--- src/design/vn_pkg.sv ---
// Shared types, widths and arithmetic step functions for the vector normalizer.
// Used by vn_sqrt, vn_div and vector3_normalize; depends on nothing else.
`default_nettype none
package vn_pkg;

    localparam int CW      = 16;
    localparam int FB      = 15;
    localparam int OUT_W   = FB + 1;
    localparam int TOL_W   = 16;
    localparam int SUM_W   = 2 * CW;
    localparam int REM_W   = CW + 3;
    localparam int SQ_PER  = 2;
    localparam int SQ_ST   = (CW + SQ_PER - 1) / SQ_PER;
    localparam int DV_PER  = 3;
    localparam int DV_ST   = (FB + DV_PER - 1) / DV_PER;

    typedef struct packed {
        logic [CW-1:0] mag_x;
        logic [CW-1:0] mag_y;
        logic [CW-1:0] mag_z;
        logic          neg_x;
        logic          neg_y;
        logic          neg_z;
    } t_side;

    typedef struct packed {
        logic [SUM_W-1:0] n;
        logic [CW-1:0]    root;
        logic [REM_W-1:0] rem;
    } t_sq_st;

    typedef struct packed {
        logic [CW-1:0] rem;
        logic [FB-1:0] q;
        logic [CW-1:0] len;
        logic          sat;
        logic          neg;
    } t_dv;

    function automatic t_sq_st sq_step(input t_sq_st a);
        t_sq_st           r;
        logic [REM_W-1:0] rem_t;
        logic [REM_W-1:0] trial;
        r     = a;
        rem_t = {a.rem[REM_W-3:0], a.n[SUM_W-1 -: 2]};
        trial = {1'b0, a.root, 2'b01};
        r.n   = {a.n[SUM_W-3:0], 2'b00};
        if (rem_t >= trial) begin
            r.rem  = rem_t - trial;
            r.root = {a.root[CW-2:0], 1'b1};
        end else begin
            r.rem  = rem_t;
            r.root = {a.root[CW-2:0], 1'b0};
        end
        return r;
    endfunction

    function automatic t_dv dv_step(input t_dv a);
        t_dv         r;
        logic [CW:0] t;
        r = a;
        t = {a.rem, 1'b0};
        if (t >= {1'b0, a.len}) begin
            r.rem = CW'(t - {1'b0, a.len});
            r.q   = {a.q[FB-2:0], 1'b1};
        end else begin
            r.rem = t[CW-1:0];
            r.q   = {a.q[FB-2:0], 1'b0};
        end
        return r;
    endfunction

endpackage
`default_nettype wire

--- src/design/vn_sqrt.sv ---
// Pipelined digit-by-digit integer square root, two result bits per stage.
// Carries the vector side data alongside; depends on vn_pkg.
`default_nettype none
module vn_sqrt (
    input  wire                     i_clk,
    input  wire                     i_rst_n,
    input  wire                     i_en,
    input  wire                     i_valid,
    input  wire [vn_pkg::SUM_W-1:0] i_sum,
    input  vn_pkg::t_side           i_side,
    output logic                    o_valid,
    output logic [vn_pkg::CW-1:0]   o_len,
    output vn_pkg::t_side           o_side
);
    import vn_pkg::*;

    logic   r_vld  [SQ_ST];
    t_sq_st r_st   [SQ_ST];
    t_side  r_side [SQ_ST];

    for (genvar s = 0; s < SQ_ST; s++) begin : g_st
        t_sq_st w_in;
        t_sq_st w_out;
        logic   w_vld;
        t_side  w_side;

        if (s == 0) begin : g_first
            assign w_in   = '{n: i_sum, root: '0, rem: '0};
            assign w_vld  = i_valid;
            assign w_side = i_side;
        end else begin : g_next
            assign w_in   = r_st[s-1];
            assign w_vld  = r_vld[s-1];
            assign w_side = r_side[s-1];
        end

        always_comb begin
            w_out = w_in;
            for (int j = 0; j < SQ_PER; j++) begin
                if (s * SQ_PER + j < CW) begin
                    w_out = sq_step(w_out);
                end
            end
        end

        always_ff @(posedge i_clk) begin
            if (!i_rst_n) begin
                r_vld[s] <= 1'b0;
            end else if (i_en) begin
                r_vld[s] <= w_vld;
            end
            if (i_en) begin
                r_st[s]   <= w_out;
                r_side[s] <= w_side;
            end
        end
    end

    assign o_valid = r_vld[SQ_ST-1];
    assign o_len   = r_st[SQ_ST-1].root;
    assign o_side  = r_side[SQ_ST-1];

endmodule
`default_nettype wire

--- config.mk ---
export PLATFORM = sky130hd
export DESIGN_NAME = vn_sqrt
export DESIGN_NICKNAME = d
export VERILOG_FILES = /design/src/design/vn_pkg.sv /design/src/design/vn_sqrt.sv
export SDC_FILE = /design/constraint.sdc
export NUM_CORES = 1
export LEC_CHECK = 0
export ABC_AREA = 1
export BUFFER_PORTS_ARGS = -buffer_cell sky130_fd_sc_hd__buf_2
export CAP_MARGIN = 30
export CORE_ASPECT_RATIO = 1.4
export CORE_MARGIN = 2
export CORE_UTILIZATION = 40
export CTS_BUF_LIST = sky130_fd_sc_hd__clkbuf_4 sky130_fd_sc_hd__clkbuf_8
export CTS_CLUSTER_SIZE = 25
export DETAILED_ROUTE_END_ITERATION = 8
export GPL_ROUTABILITY_DRIVEN = 0
export PLACE_DENSITY = 0.68
export SLEW_MARGIN = 20
export SYNTH_ARGS = -nofsm -noshare
export SYNTH_HDL_FRONTEND = slang
export SYNTH_SLANG_ARGS = --single-unit
--- constraint.sdc ---
create_clock -name i_clk -period 4.7 [get_ports i_clk]
set_input_delay 0.235 -clock i_clk [delete_from_list [all_inputs] [get_ports i_clk]]
set_output_delay 0.235 -clock i_clk [all_outputs]
set_load 0.01 [all_outputs]
# --- Word level (Yosys, flattened, before mapping) ---
# Memory sizes are Yosys's and may differ from the RTL's.
# Cells that the tools add are included.
totals:
  n_memories: 3
  regBits: 0
  ramBits: 920
  wordCells: 72
mem_list:
  columns: ["memory", "words", "width", "read_ports", "rd_clocked_by_memory_dff", "wr", "line_no", "text"]
  rows:
  - ["r_st", 8, 63, 8, 0, 8, "vn_sqrt.sv:18", "t_sq_st r_st [SQ_ST];"]
  - ["r_side", 8, 51, 8, 0, 8, "vn_sqrt.sv:19", "t_side r_side [SQ_ST];"]
  - ["r_vld", 8, 1, 8, 0, 8, "vn_sqrt.sv:17", "logic r_vld [SQ_ST];"]
op_classes:
  n_lt_le_gt_ge: 16
  n_mux: 29
  bitwise_logic: 8
  addsub: 16
op_table:
  columns: ["cell", "count"]
  rows:
  - ["$mux W20", 16]
  - ["$ge A19 B18 Y1", 14]
  - ["$sub A19 B18 Y19", 14]
  - ["$ge A19 B3 Y1", 1]
  - ["$sub A19 B3 Y19", 1]
  - ["$mux W1", 13]
  - ["$or A1 B1 Y1", 8]
  - ["$sub A2 B1 Y3 const B", 1]
  - ["$ge A2 B1 Y1 const B", 1]

# --- Depth between registers and ports, before layout ---
# An unclocked memory read counts as a cell.
depth:
  ltp_word: 5
  mapped_depth: 28
  mapped_depth_nobuf: 27

# --- Least setup slack after synthesis ---
# Ideal clock, no wire load.
synth_timing:
  kind: "reg2reg"
  from: "memory r_st[1][8] (netlist name)"
  to: "memory r_st[1][67] (netlist name), data pin"
  arrival_ps: 3387
  setup_slack_ps: 1055
  n_path_buf: 3
  stages_incl_launch_ff: 22
  period_less_slack_ps: 3645
  path_cell_list: "edfxtp_1 -> ha_1 -> nand2_1 -> inv_1 -> a21oi_1 -> nand3_1 -> nand2_1 -> nand2_2 -> buf_6 -> inv_1 -> clkbuf_1 -> o21ai_0 -> ha_1 -> a21oi_1 -> o21ai_0 -> a21oi_1 -> o21ai_0 -> nand2_1 -> inv_2 -> nor2_4 -> buf_6 -> o21ai_1"
synth_lines:
  columns: ["element", "line_no"]
  rows:
  - ["start, declared", "vn_sqrt.sv:18"]

==> impl_metrics.env <==
export IMPL_hpwl_mm=45.4
export IMPL_clkTransAtPathRegs_ns=0.06
export IMPL_setup_viol=0
export IMPL_rsz0062_at_grt="false"
export IMPL_grt_pass1_vias=21400
export IMPL_track_usage_pct=14.9
export IMPL_vias_per_cell=4.81
export IMPL_cts_buffers=104
export IMPL_finalHoldViolCount=0
export IMPL_final_cells=4410
export IMPL_fmaxAchievable_ghz=0.236
export IMPL_cts_sinks=712
export IMPL_avgSynthCellArea_sq_um=11.3
export IMPL_synth_compound_area_share_pct=5.93
export IMPL_syn2layout_area_growth_pct=15.6
export IMPL_cp_arrival_ns=4.69
export IMPL_cts_tree="built"
export IMPL_finalCritPeriodShare_pct=90.2
export IMPL_worstSetupPathType="reg2reg"
export IMPL_yosys_area_share_xor_xnor_pct=3.03
export IMPL_pwr_density_cell_mw_per_mm2=461
export IMPL_start_util_pct=40.4
export IMPL_die_h_microns=344
export IMPL_synth_top_family_by_area="simple AND/OR/NAND/NOR gates"
export IMPL_clockRootBuffer="clkbuf_8"
export IMPL_cellLeakagePower_nw=15.8
export IMPL_syn_cell_area_sq_mm=0.0330
export IMPL_synth_mux_area_share_pct=0
export IMPL_worst_path_most_repeated_cell="nand2_1"
export IMPL_hold_class="in2reg"
export IMPL_synth_edf_count=711
export IMPL_io_buffers=154
export IMPL_synth_seq_area_share_pct=64.8
export IMPL_max_cap_viol_count=0
export IMPL_drive_gt1_share_pct=13.5
export IMPL_yosys_area_share_adder_pct=5.61
export IMPL_status="complete, no violations"
export IMPL_drv_slew=0
export IMPL_ys_warn_count=0
export IMPL_design_area_sq_mm=0.0381
export IMPL_clock_skew_ns=0.0389
export IMPL_async_flop_share_pct=0
export IMPL_vias=21200
export IMPL_worstPathRequired_ns=5.15
export IMPL_crit_slowest_cell="inv_1"
export IMPL_antenna_found_initial=1
export IMPL_drt_iter0_markers=1020
export IMPL_end_kind="flip-flop"
export IMPL_grt_max_degree=126
export IMPL_h_tree_depth=3
export IMPL_dr_pass1_iters=7
export IMPL_ios=155
export IMPL_relSlewSlack_pct=36.1
export IMPL_drc=0
export IMPL_fin_crit_ns=4.24
export IMPL_worstPathCellList="inv_1, ha_1, o21ai_0, nand2_1, a21boi_0, o21ai_1, nand2_1, nand2_1, nand2_1, nand2_1, inv_1, o21ai_0, ha_1, nand2_1, inv_1, o21ai_0, a21oi_1, a2111oi_0, nand2_1, nand2_1, nand2_1, nand3_1, nand3_1"
export IMPL_ir_worst_vdd_uv=432
export IMPL_cts_buffer_depth=3
export IMPL_synth_cells=2910
export IMPL_fin_tns_setup_ns=0
export IMPL_slowest_delay_ns=0.52
export IMPL_dieArea_sq_mm=0.0848
export IMPL_ys_ff_latch=712
export IMPL_wl_mm=63.9
export IMPL_grt_overflow=0
export IMPL_dp_cells=4132
export IMPL_tightest_slew_ns=0.959
export IMPL_grt_pass1_wl_mm=101
export IMPL_worstSetupStartpointType="flip-flop"
export IMPL_ant_nets=0
export IMPL_core_area_sq_mm=0.0816
export IMPL_synthFlopType="edfxtp_1"
export IMPL_nets=3490
export IMPL_insertion_delay_ns=0.73
export IMPL_rows=124
export IMPL_placed_cell_area_sq_mm=0.0351
export IMPL_ys_types=62
export IMPL_synth_simple_area_share_pct=15.7
export IMPL_fp_dieW_microns=247
export IMPL_crit_fanout=24
export IMPL_avgRoutedWirePerCell_microns=14.5
[worst max-delay path: cells and delay by family (launching register included)]
kind,cells,cell delay [ns]
compound gates,7,1.32
fa+ha+maj,2,0.60
simple gates,11,0.99
flops,1,0.40
buf+inv,3,0.67
[cells by family after synthesis]
| group | count (synthesis) |
|---|---|
| other cells | 1 |
| buf+inv | 401 |
| compound gates | 348 |
| simple gates | 1186 |
| flops | 712 |
| xor+xnor | 114 |
| fa+ha+maj | 148 |
[metrics by stage]
stage | power, W | util (%) | setup slack (ns) | hold slack [ns]
floorplan | 0.0115 | - | 1.06 | 0.334
global placement | 0.0125 | 43.0 | 0.353 | 0.400
detailed placement | 0.0126 | 43.0 | 0.346 | 0.405
CTS | 0.0177 | 46.7 | 0.321 | 0.0861
global route | 0.0187 | 46.7 | 0.103 | 0.136
finish | 0.0176 | 46.7 | 0.459 | 0.122
[repair_timing]
action,CTS,global route
hold endpoints to repair,91,0
hold buffers,87,0
endpoints found under the setup margin,0,33
gates resized for setup,0,6
setup buffers,0,1
[power breakdown]
part           total [W]  switching, W  internal [W]
Clock            0.00498       0.00238       0.00259
Sequential       0.00806      0.000264       0.00780
Combinational    0.00455       0.00291       0.00164
[flip-flops by register name (all words and copies together), names as in the netlist]
register / count
r_side: 408
r_st: 296
r_vld: 8
[placed cells by master, fill, tap and decap left out, types with 38 or more instances in the layout]
cell and instances:
clkbuf_8 105, a21oi_1 129, edfxtp_1 711, nand3_1 157, buf_2 153, nand4_1 38
o21ai_0 122, xnor2_1 42, inv_1 363, nor2_1 216, nand2_1 652, dlygate4sd3_1 87
xor2_1 72, ha_1 148
[synth_stat cells (all sizes together), types with 10 or more instances]
library cell / count / area share (%)
o21ai: 157 / 2.5
a21oi: 138 / 2.2
nand3: 166 / 2.7
xnor2: 42 / 1.1
nor3: 22 / 0.35
nand4: 39 / 0.79
nand3b: 14 / 0.36
xor2: 72 / 1.9
a31oi: 10 / 0.19
ha: 148 / 5.6
or2: 15 / 0.29
inv: 377 / 4.3
buf: 16 / 0.54
o21bai: 12 / 0.28
nor2: 238 / 3.0
nand2: 679 / 8.0
edfxtp: 711 / 65
[cell type report]
class	count	area [sq um]
Fill cell	7416	43500
Timing Repair Buffer	260	1870
Inverter	379	1430
Tap cell	1071	1340
Sequential cell	712	21400
Clock buffer	136	1680
Antenna cell	2	5.00
Multi-Input combinational cell	1798	9990
Clock inverter	52	434
[metal layers]
layer	vias up	track usage (%)	share of wire (%)
met4	0	9.24	5.4
met2	523	28.0	53
met3	211	3.26	4.7
met1	9774	14.8	37
met5	-	0	0
li1	10700	-	-
[path summary, 6_finish.rpt]
check	startpoint	end	slack [ns]	depth (start not counted)
max	r_st[1][145]	r_st[1][208]	0.46	23
min	i_en	r_side[0][23]	0.12	1
min reg2reg	r_side[0][45]	r_side[0][96]	0.40	0
max reg2reg	r_st[1][145]	r_st[1][208]	0.46	23
(Power assumes the default switching activity.)
