<file path="config.mk">
export PLATFORM = sky130hd
export DESIGN_NAME = vn_div
export DESIGN_NICKNAME = d
export VERILOG_FILES = /design/src/design/vn_pkg.sv /design/src/design/vn_div.sv
export SDC_FILE = /design/constraint.sdc
export NUM_CORES = 1
export LEC_CHECK = 0
export BUFFER_PORTS_ARGS = -buffer_cell sky130_fd_sc_hd__buf_2
export CAP_MARGIN = 20
export CORE_ASPECT_RATIO = 0.9
export CORE_MARGIN = 10
export CORE_UTILIZATION = 30
export DETAILED_ROUTE_END_ITERATION = 12
export SLEW_MARGIN = 10
export SYNTH_ARGS = -nofsm -noshare
export SYNTH_HDL_FRONTEND = slang
export SYNTH_SLANG_ARGS = --single-unit
export TNS_END_PERCENT = 10
</file>
<file path="constraint.sdc">
create_clock -name i_clk -period 18.6 [get_ports i_clk]
set_input_delay 3.72 -clock i_clk [delete_from_list [all_inputs] [get_ports i_clk]]
set_output_delay 3.72 -clock i_clk [all_outputs]
set_load 0.01 [all_outputs]
</file>
<file path="src/design/vn_pkg.sv">
// Shared types, widths and arithmetic step functions for the vector normalizer.
// Used by vn_sqrt, vn_div and vector3_normalize; depends on nothing else.
`default_nettype none
package vn_pkg;

    localparam int CW      = 16;
    localparam int FB      = 15;
    localparam int OUT_W   = FB + 1;
    localparam int TOL_W   = 16;
    localparam int SUM_W   = 2 * CW;
    localparam int REM_W   = CW + 3;
    localparam int SQ_PER  = 2;
    localparam int SQ_ST   = (CW + SQ_PER - 1) / SQ_PER;
    localparam int DV_PER  = 3;
    localparam int DV_ST   = (FB + DV_PER - 1) / DV_PER;

    typedef struct packed {
        logic [CW-1:0] mag_x;
        logic [CW-1:0] mag_y;
        logic [CW-1:0] mag_z;
        logic          neg_x;
        logic          neg_y;
        logic          neg_z;
    } t_side;

    typedef struct packed {
        logic [SUM_W-1:0] n;
        logic [CW-1:0]    root;
        logic [REM_W-1:0] rem;
    } t_sq_st;

    typedef struct packed {
        logic [CW-1:0] rem;
        logic [FB-1:0] q;
        logic [CW-1:0] len;
        logic          sat;
        logic          neg;
    } t_dv;

    function automatic t_sq_st sq_step(input t_sq_st a);
        t_sq_st           r;
        logic [REM_W-1:0] rem_t;
        logic [REM_W-1:0] trial;
        r     = a;
        rem_t = {a.rem[REM_W-3:0], a.n[SUM_W-1 -: 2]};
        trial = {1'b0, a.root, 2'b01};
        r.n   = {a.n[SUM_W-3:0], 2'b00};
        if (rem_t >= trial) begin
            r.rem  = rem_t - trial;
            r.root = {a.root[CW-2:0], 1'b1};
        end else begin
            r.rem  = rem_t;
            r.root = {a.root[CW-2:0], 1'b0};
        end
        return r;
    endfunction

    function automatic t_dv dv_step(input t_dv a);
        t_dv         r;
        logic [CW:0] t;
        r = a;
        t = {a.rem, 1'b0};
        if (t >= {1'b0, a.len}) begin
            r.rem = CW'(t - {1'b0, a.len});
            r.q   = {a.q[FB-2:0], 1'b1};
        end else begin
            r.rem = t[CW-1:0];
            r.q   = {a.q[FB-2:0], 1'b0};
        end
        return r;
    endfunction

endpackage
`default_nettype wire

</file>
<file path="src/design/vn_div.sv">
// Pipelined restoring divider for one component: |c| * 2^FB / len, three bits per stage.
// Flags saturation when the magnitude reaches the length; depends on vn_pkg.
`default_nettype none
module vn_div (
    input  wire                   i_clk,
    input  wire                   i_en,
    input  wire [vn_pkg::CW-1:0]  i_mag,
    input  wire                   i_neg,
    input  wire [vn_pkg::CW-1:0]  i_len,
    output logic [vn_pkg::FB-1:0] o_q,
    output logic                  o_sat,
    output logic                  o_neg
);
    import vn_pkg::*;

    t_dv r_st [DV_ST];

    for (genvar s = 0; s < DV_ST; s++) begin : g_st
        t_dv w_in;
        t_dv w_out;

        if (s == 0) begin : g_first
            assign w_in = '{rem: i_mag, q: '0, len: i_len, sat: (i_mag >= i_len), neg: i_neg};
        end else begin : g_next
            assign w_in = r_st[s-1];
        end

        always_comb begin
            w_out = w_in;
            for (int j = 0; j < DV_PER; j++) begin
                if (s * DV_PER + j < FB) begin
                    w_out = dv_step(w_out);
                end
            end
        end

        always_ff @(posedge i_clk) begin
            if (i_en) begin
                r_st[s] <= w_out;
            end
        end
    end

    assign o_q   = r_st[DV_ST-1].q;
    assign o_sat = r_st[DV_ST-1].sat;
    assign o_neg = r_st[DV_ST-1].neg;

endmodule
`default_nettype wire

</file>
Word-level counts from Yosys, hierarchy flattened. Memories as Yosys holds them, arrays and structs flattened. Index checks and enable logic that the tools add are counted.

Register bits: 0. Bits in writable memories: 245. Input bits: 35. Output and inout bits: 17. Logic and storage cells: 49. Memories kept: 1.

Memory list: r_st (depth 5, width 49, rd ports 5, clocked after memory_dff 0, wr ports 5, line vn_div.sv:16) `t_dv r_st [DV_ST];`.

Add/sub/neg operators: 15. $lt $le $gt $ge: 16. Muxes and demuxes: 17.

Operators with widths (number): $mux W31 (15); $ge A17 B16 Y1 (15); $sub A16 B16 Y16 (15); $ge A16 B16 Y1 (1); $mux W1 (2).

Logic depth before layout (Yosys ltp). Gate-level depths: netlist of the first run. An unclocked memory read counts as a cell.

Depth in word-level cells: 7. Mapped depth: 36. Depth with buffers taken out: 33.

Least setup slack after synthesis of the first run. Ideal clock, no wire load.

Path kind: input-to-reg. Start point: input port i_len[8] (netlist bit). End point: memory r_st[0][40] (netlist bit) (data pin). Library setup time: 260 ps. Arrival time: 10312 ps. Required time: 18340 ps. Path slack: 8028 ps. Stages: 30. Path buffers: 3. Cell sequence: inv_1 > ha_1 > and4_1 > nand3_1 > o31ai_1 > inv_1 > a32oi_1 > clkbuf_1 > mux2_2 > ha_1 > a21o_1 > a221oi_1 > nor2b_1 > o21ai_1 > o211ai_2 > a21oi_1 > clkbuf_1 > nor2_1 > ha_1 > nor2b_1 > o21ai_1 > a21boi_1 > o31a_1 > o21a_1 > o211ai_1 > nand2_1 > a211oi_2 > a21boi_4 > buf_4 > mux2_2.

RTL lines: start: declaration (line vn_div.sv:9) `input wire [vn_pkg::CW-1:0] i_len,`; end: declaration (line vn_div.sv:16).

==> summary.txt, run 1 <==
Status - finished clean
Post-DP HPWL - 41200 um
CTS Root Cell - clkbuf_16
Yosys reg bits - 183
Die X - 284 um
Core ar. - 62400 um^2
DRC viols - 0
Total placed cells including tap cells - 2930
Final setup vio count - 0
Main combinational cell family by area after synthesis - compound AO/OA/AOI/OAI gates
Max-slew violations - 0
Worst path required time - 18.84 ns
Via count of the first global-routing pass - 15548
Largest stage delay, worst path - 0.60 ns
Worst Hold Path EP - r_st[0][121]
Fraction of layout cells with a size suffix above 1 - 0.112
WL met2 - 23500 um
Sequential Area - 5500 um^2
EDFF count, synth - 183
Register area share after synthesis - 0.292
Die area - 73200 um^2
Postcts setup bufs - 0
CP Max Fanout - 24
Longest Clk Path Bufs - 2
DRT iter0 DRCs - 1100
Routed len/inst - 17.3 um
Via count - 15771
Area of the multi-input gates - 12700 um^2
Ys Warns - 0
Largest registers - r_st: 183 flops
Prevailing post-synth register cell - edfxtp_1
Number of fill cells - 6370
DR top layer - met4
XOR/XNOR Fraction of Synth Area - 0.0702
Fin Setup TNS - 0 ns
Metal1 wirelength - 24600 um
Pin count of the biggest net entering global routing - 71
I/O pin count - 52
Global-route wire length before repair - 83000 um
Post-synth cell types - 82
GPL Wtd Cong - 0.893
Number of clock sinks - 183
Nets@finish - 2390
CTS Buf Count - 17
Slowest cell on crit path - a21boi_4
Worst EP arrival - 10.93 ns
Reg-to-reg endpoint - r_st[0][181]
Leading post-synthesis cells by cell area - edfxtp_1, ha_1, mux2_2
RSZ-0062 raised after global routing - false
Hold_buf cts - 0
CTS tree - yes
First-pass detailed-route iteration total - 6
Clock Skews - 0.0140 ns
Count leader, synth - ha_1
Yosys top cell by area - edfxtp_1
Post-CTS Resized - 0
Antenna cells - 0
Met3 wire length - 2220 um
Final worst slack - 7.92 ns
Hold path startpoint - r_st[0][69]
Max Fclk - 93.6 MHz
Synth Area per Inst - 9.17 um^2
Simple-Gate Fraction of Synth Area - 0.142
Worst Tran Pin Value - 0.896 ns
Flip-flop count of the largest register after layout - 183
Compound-gate portion of the synthesized area - 0.217
Clock-pin slew on the worst setup and hold paths - 0.08 ns
Via/cell ratio - 5.32
Pre-CTS setup slack - 7.48 ns
Post-route non-filler standard cell count - 2962
Fin. Hold Viols - 0
Global-route usage over all layers - 0.138
Reg2reg setup slack - 9.50 ns
Number of port buffers - 51
Htree depth - 4
Reg2reg start - r_st[0][101]
Final period demand of the worst path - 10.68 ns
Hold path cells - 0
Overflow after GRT - 0
HP Class - reg2reg
Chip height - 258 um
Slew Limit Headroom - 0.401
Mux cell area share after synthesis - 0.0773
Ys async rst share - 0
Setup Crit Path Kind - in2reg
Crit end category - flip-flop
Final hold slack - 0.421 ns
Initial antenna violation count - 1
Mapped cell area - 18800 um^2
Top cell type's share of synthesized area - 0.292
Row count - 87
Area Growth Syn to Fin - 9.89%
Post-synth top cells - ha_1, a21oi_1, edfxtp_1, nor2_1, nand2_1
Tcrit/Tclk final - 0.574
Max Cap Viol - 0
Worst r2r path cells - 30
Initial Util - 0.302
Clk_lat worst skew - 0.49 ns
Syn_nets - 2341
Final wirelength - 51300 um
Post-DRT Antenna Nets - 0
Synth Area in Adders - 0.169
Setup crit start kind - input port
Gate Count Post-Synth - 2055
Reg with most FFs - r_st
-- worst max path at each step --
stage,cells after the start,end,slack [ns],from
after floorplan,30,r_st[0][40],8.03,i_len[8]
after global placement,31,r_st[0][36],7.58,i_len[1]
after detailed placement,31,r_st[0][42],7.48,i_len[1]
after CTS,31,r_st[0][42],7.99,i_len[1]
after global routing,30,r_st[0][40],7.33,i_len[1]
final,31,r_st[0][42],7.92,i_len[1]
-- per-layer routing --
metal,track usage,vias up
li1,-,7808
met1,0.183,7511
met2,0.230,397
met3,0.0243,55
met4,0.0375,0
met5,0,-
-- worst max-delay path, delay by kind of cell --
kind | cells | cell delay, ns
AND/OR/NAND/NOR | 4 | 0.62
buffers and inverters | 4 | 0.66
multiplexers | 2 | 0.75
adder cells (fa/ha/maj) | 3 | 0.97
AO/OA/AOI/OAI | 18 | 4.18
-- cell type report --
class                           count  share of cell area
Clock inverter                     14             0.00913
Inverter                          127              0.0230
Sequential cell                   183               0.265
Clock buffer                       18              0.0207
Tap cell                          845              0.0511
Timing Repair Buffer               60              0.0160
Multi-Input combinational cell   1715               0.615
-- placed cells by master (no fill, tap or decap), types with 12 or more instances in the layout --
cell / n
o31a_1: 18
o21ai_1: 13
buf_2: 50
o21a_1: 59
nand2_1: 132
and2_1: 15
inv_1: 123
mux2_1: 18
xnor2_1: 99
a31oi_1: 16
o21bai_1: 14
and3_1: 12
edfxtp_1: 183
nand3_1: 33
ha_1: 246
a21oi_1: 186
a21o_1: 63
or3_1: 13
clkbuf_16: 17
o21ai_0: 125
a211oi_1: 16
mux2_2: 101
nand2b_1: 25
xor2_1: 52
nor2b_1: 34
nand4_1: 23
nor3_1: 50
nor2_1: 183
-- per-stage QoR --
step                      area (um^2)   util
final                           20700  0.332
after CTS                       20700  0.332
after global routing            20700  0.332
after global placement          20100  0.322
after detailed placement        20100  0.322
after floorplan                 18800      -
-- logic make-up (layout without fill, tap and decap cells) --
group           Yosys count  in the layout
compound gates          625            625
xor+xnor                151            151
fa+ha+maj               251            251
buf+inv                 157            219
flops                   183            183
mux                     127            127
simple gates            561            561
Power of run 1 is not shown: default switching activity piles up to over one toggle a cycle in this logic, so the estimate is an artifact.
==> run 2: changes to the inputs <==
--- a/config.mk
+++ b/config.mk
@@ -5,6 +5,7 @@
 export SDC_FILE = /design/constraint.sdc
 export NUM_CORES = 1
 export LEC_CHECK = 0
+export ABC_AREA = 1
 export BUFFER_PORTS_ARGS = -buffer_cell sky130_fd_sc_hd__buf_2
 export CAP_MARGIN = 20
 export CORE_ASPECT_RATIO = 0.9
==> constraint.sdc (replaced) <==
create_clock -name i_clk -period 10.2 [get_ports i_clk]
set_input_delay 2.04 -clock i_clk [delete_from_list [all_inputs] [get_ports i_clk]]
set_output_delay 2.04 -clock i_clk [all_outputs]
set_load 0.01 [all_outputs]
==> run 2 against run 1 <==
Effect of this change:
- sequential cell count unchanged
- clock skew up 0.00052 ns
- core utilization down 0.45 points
- critical path depth up 3
==> summary.txt, run 2 <==
Status - finished clean
Die X - 295 um
Clock Skews - 0.0145 ns
Final setup vio count - 0
Postcts setup bufs - 0
Post-synth top cells - nand2_1, inv_1, ha_1
XOR/XNOR Fraction of Synth Area - 0.0706
Number of fill cells - 7353
Count leader, synth - nand2_1
Post-CTS Resized - 0
Ys async rst share - 0
Max Cap Viol - 0
Final hold slack - 0.420 ns
Fraction of layout cells with a size suffix above 1 - 0.0647
Register area share after synthesis - 0.269
Prevailing post-synth register cell - edfxtp_1
Worst path required time - 10.45 ns
Synth Area per Inst - 7.12 um^2
Top cell type's share of synthesized area - 0.269
Max Fclk - 129 MHz
Chip height - 268 um
Number of port buffers - 51
Nets@finish - 3195
Most frequent cell on the critical path - nand2_1
Flip-flop count of the largest register after layout - 183
Mux cell area share after synthesis - 0
Yosys reg bits - 183
Final core occ - 0.327
GPL Wtd Cong - 0.915
Main combinational cell family by area after synthesis - simple AND/OR/NAND/NOR gates
RSZ-0062 raised after global routing - false
Via count - 18510
Largest stage delay, worst path - 0.45 ns
Final wirelength - 56400 um
Worst r2r path cells - 31
Final period demand of the worst path - 7.74 ns
CTS Root Cell - clkbuf_16
Antenna cells - 0
Commonest cells after routing, fill and taps aside - nand2_1, inv_1, ha_1, a21oi_1, edfxtp_1
Via count of the first global-routing pass - 17145
Sequential Area - 5500 um^2
Hold_buf cts - 0
Pin count of the biggest net entering global routing - 79
Post-synth cell types - 57
Ys Warns - 0
Compound-gate portion of the synthesized area - 0.127
Crit path from - i_len[1]
Die area - 79100 um^2
Fin Setup TNS - 0 ns
Gate Count Post-Synth - 2876
Routed len/inst - 14.9 um
DRC viols - 0
CTS tree - yes
Syn_nets - 3162
Leading post-synthesis cells by cell area - edfxtp_1, nand2_1, ha_1
Post-DRT Antenna Nets - 0
HP Class - reg2reg
Global-route wire length before repair - 91300 um
Synth Area in Adders - 0.155
Worst EP arrival - 7.98 ns
Worst Tran Pin Value - 0.987 ns
Htree depth - 4
Longest Clk Path Bufs - 2
Hold path cells - 0
Most common cell after layout, fill and taps aside - nand2_1
Post-DP HPWL - 46600 um
Area Growth Syn to Fin - 7.72%
First-pass detailed-route iteration total - 5
DRT iter0 DRCs - 1365
Tcrit/Tclk final - 0.758
Setup Crit Path Kind - in2reg
Largest registers - r_st: 183 flops
EDFF count, synth - 183
Fin. Hold Viols - 0
Overflow after GRT - 0
Reg with most FFs - r_st
CTS Buf Count - 17
Clk_lat worst skew - 0.49 ns
Max-slew violations - 0
Simple-Gate Fraction of Synth Area - 0.295
Initial Util - 0.304
Clock-pin slew on the worst setup and hold paths - 0.07 ns
Crit end category - flip-flop
I/O pin count - 52
Initial antenna violation count - 0
CP Max Fanout - 26
Core ar. - 67300 um^2
Mapped cell area - 20500 um^2
Slowest cell on crit path - nor2_4
Area of the multi-input gates - 13300 um^2
Row count - 90
Hold path startpoint - r_st[0][69]
Global-route usage over all layers - 0.144
Yosys top cell by area - edfxtp_1
Slew Limit Headroom - 0.342
Setup crit start kind - input port
Via/cell ratio - 4.88
Reg2reg start - r_st[0][112]
Number of clock sinks - 183
[run 2: area by class of cell]
| type | count | share of cell area |
|---|---|---|
| clock buffers | 18 | 0.0195 |
| inverters | 367 | 0.0629 |
| repair buffers | 54 | 0.0130 |
| multi-input cells | 2286 | 0.601 |
| clock inverters | 13 | 0.00454 |
| flip-flops and latches | 183 | 0.249 |
| well taps | 874 | 0.0496 |
[run 2: final timing paths]
| check | end | slack (ns) |
|---|---|---|
| setup reg to reg | r_st[0][181] | 2.93 |
| hold / removal | r_st[0][121] | 0.42 |
| hold reg to reg | r_st[0][121] | 0.42 |
| setup / recovery | r_st[0][48] | 2.46 |
[run 2: cell families after synthesis]
| kind of cell | count (synthesis) |
|---|---|
| AO/OA/AOI/OAI | 468 |
| adder cells (fa/ha/maj) | 251 |
| XOR/XNOR | 165 |
| flip-flops | 183 |
| AND/OR/NAND/NOR | 1402 |
| buffers and inverters | 407 |
[run 2: per-stage QoR]
stage | cells | setup WS, ns | cell area, um^2
after global placement | 3764 | 2.18 | 21500
final | 3795 | 2.46 | 22000
after CTS | 3795 | 2.53 | 22000
after floorplan | 2876 | 3.46 | 20500
after global routing | 3795 | 1.85 | 22000
after detailed placement | 3764 | 2.02 | 21500
[run 2: layer usage]
layer,wire [um],share of wire,global-route usage
met1,28400,0.50,0.205
met2,23800,0.42,0.221
met3,3350,0.059,0.0266
met4,843,0.015,0.0347
met5,0,0,0
[run 2: critical path, delay by kind of cell]
family	cells	cell delay (ns)
and+or+nand+nor	20	2.73
AOI/OAI and AO/OA	6	1.33
buffers and inverters	4	0.53
adders and majority gates	4	1.33
Power of run 2 is left out for the same reason.
==> run 3: changes to the inputs <==
==> constraint.sdc (replaced) <==
create_clock -name i_clk -period 6.4 [get_ports i_clk]
set_input_delay 1.28 -clock i_clk [delete_from_list [all_inputs] [get_ports i_clk]]
set_output_delay 1.28 -clock i_clk [all_outputs]
set_load 0.01 [all_outputs]
==> run 3 against run 2 <==
Effect of this change:
- global-route usage is 0.24 points higher
- final cell count is 3.3% higher
- via count grew 2.4%
- critical path type is now reg2reg
- die area is the same
- clock skew shrank 0.00059 ns
- final area increased by 5.0%
- critical path depth unchanged
- non-clock buffer count up 126
- register-to-register slack worse by 2.5 ns
- clock-buffer cell count fell by 1
==> summary.txt, run 3 (same netlist as run 2, synthesis figures left out) <==
Fraction of layout cells with a size suffix above 1 - 0.109
Final period demand of the worst path - 5.99 ns
Area Growth Syn to Fin - 13.1%
Setup Crit Path Kind - reg2reg
Tcrit/Tclk final - 0.936
DRT iter0 DRCs - 1508
Setup crit start kind - flip-flop
Reg-to-reg endpoint - r_st[0][141]
Most common cell after layout, fill and taps aside - nand2_1
Chip height - 268 um
Fin Setup TNS - 0 ns
Flip-flop count of the largest register after layout - 183
Final hold slack - 0.418 ns
CP Max Fanout - 19
Core ar. - 67300 um^2
Largest stage delay, worst path - 0.39 ns
Crit end category - flip-flop
Clk_lat worst skew - 0.48 ns
Status - finished clean
Htree depth - 4
Number of clock sinks - 183
Commonest cells after routing, fill and taps aside - nand2_1, inv_1, ha_1, a21oi_1, edfxtp_1
Hold path startpoint - r_st[0][170]
Routed len/inst - 15.0 um
Via/cell ratio - 4.83
Via count of the first global-routing pass - 17530
Total placed cells including tap cells - 3886
First-pass detailed-route iteration total - 6
Max Cap Viol - 0
I/O pin count - 52
Post-route non-filler standard cell count - 3921
Nets@finish - 3322
Fin. Hold Viols - 0
Number of fill cells - 7196
Number of port buffers - 51
Worst path required time - 6.73 ns
Clock Skews - 0.0139 ns
Slowest cell on crit path - nor2_4
Crit path from - r_st[0][64]
Reg with most FFs - r_st
Clock-pin slew on the worst setup and hold paths - 0.07 ns
Initial antenna violation count - 1
Global-route usage over all layers - 0.146
CTS tree - yes
Most frequent cell on the critical path - nand2_1
Die X - 295 um
Row count - 90
Sequential Area - 5500 um^2
Slew Limit Headroom - 0.371
CTS Root Cell - clkbuf_16
Post-DRT Antenna Nets - 0
DRC viols - 0
Max Fclk - 167 MHz
Global-route wire length before repair - 92600 um
Worst r2r path cells - 34
Die area - 79100 um^2
Reg2reg setup slack - 0.41 ns
Worst Tran Pin Value - 0.943 ns
Crit path capture - r_st[0][141]
Worst EP arrival - 6.33 ns
Area of the multi-input gates - 13300 um^2
Largest registers - r_st: 183 flops
Final Instance Area - 23200 um^2
CTS Buf Count - 17
RSZ-0062 raised after global routing - true
Antenna cells - 0
Post-DP HPWL - 48800 um
Overflow after GRT - 0
Max-slew violations - 0
Final wirelength - 58700 um
Reg2reg start - r_st[0][64]
Longest Clk Path Bufs - 2
Via count - 18952
GPL Wtd Cong - 0.945
Pin count of the biggest net entering global routing - 153
Initial Util - 0.304
HP Class - reg2reg
Post-Place Cell Area - 22500 um^2
Final setup vio count - 0
run 3: worst min-delay path by stage:
stage | endpoint | slack (ns) | cells past startpoint
after floorplan | r_st[0][119] | 0.40 | 0
final | r_st[0][222] | 0.42 | 0
after global placement | r_st[0][147] | 0.40 | 0
after global routing | r_st[0][123] | 0.42 | 0
after CTS | r_st[0][123] | 0.42 | 0
after detailed placement | r_st[0][120] | 0.41 | 0
run 3: per-stage QoR:
step | setup WS [ns] | util
after floorplan | 0.424 | -
after global placement | -0.0297 | 0.334
after detailed placement | -0.115 | 0.334
after CTS | 0.245 | 0.342
after global routing | -0.0446 | 0.344
final | 0.407 | 0.344
run 3: area by class of cell:
type                            count  area share
Inverter                          367      0.0603
Timing Repair Buffer              180      0.0559
Clock inverter                     13     0.00470
Clock buffer                       17      0.0184
Tap cell                          874      0.0472
Sequential cell                   183       0.237
Multi-Input combinational cell   2287       0.576
run 3: critical path: cells and delay by family (launching register included):
| family | cells | cell delay, ns |
|---|---|---|
| AO/OA/AOI/OAI | 5 | 0.88 |
| adder cells (fa/ha/maj) | 3 | 1.01 |
| AND/OR/NAND/NOR | 22 | 2.97 |
| buffers and inverters | 4 | 0.57 |
| flip-flops | 1 | 0.38 |
run 3: routing by layer:
layer	vias up	global-route usage	share of wire
met2	456	0.224	0.43
met4	0	0.0410	0.021
met5	-	0	0
met3	69	0.0266	0.060
li1	9901	-	-
met1	8526	0.207	0.49
run 3: timing repair:
action / 4_1_cts / 5_1_grt
setup endpoints to repair: 0 / 53
buffers inserted: 0 / 4
hold buffers: 0 / 0
resized for setup: 0 / 33
Power of run 3 is left out for the same reason.
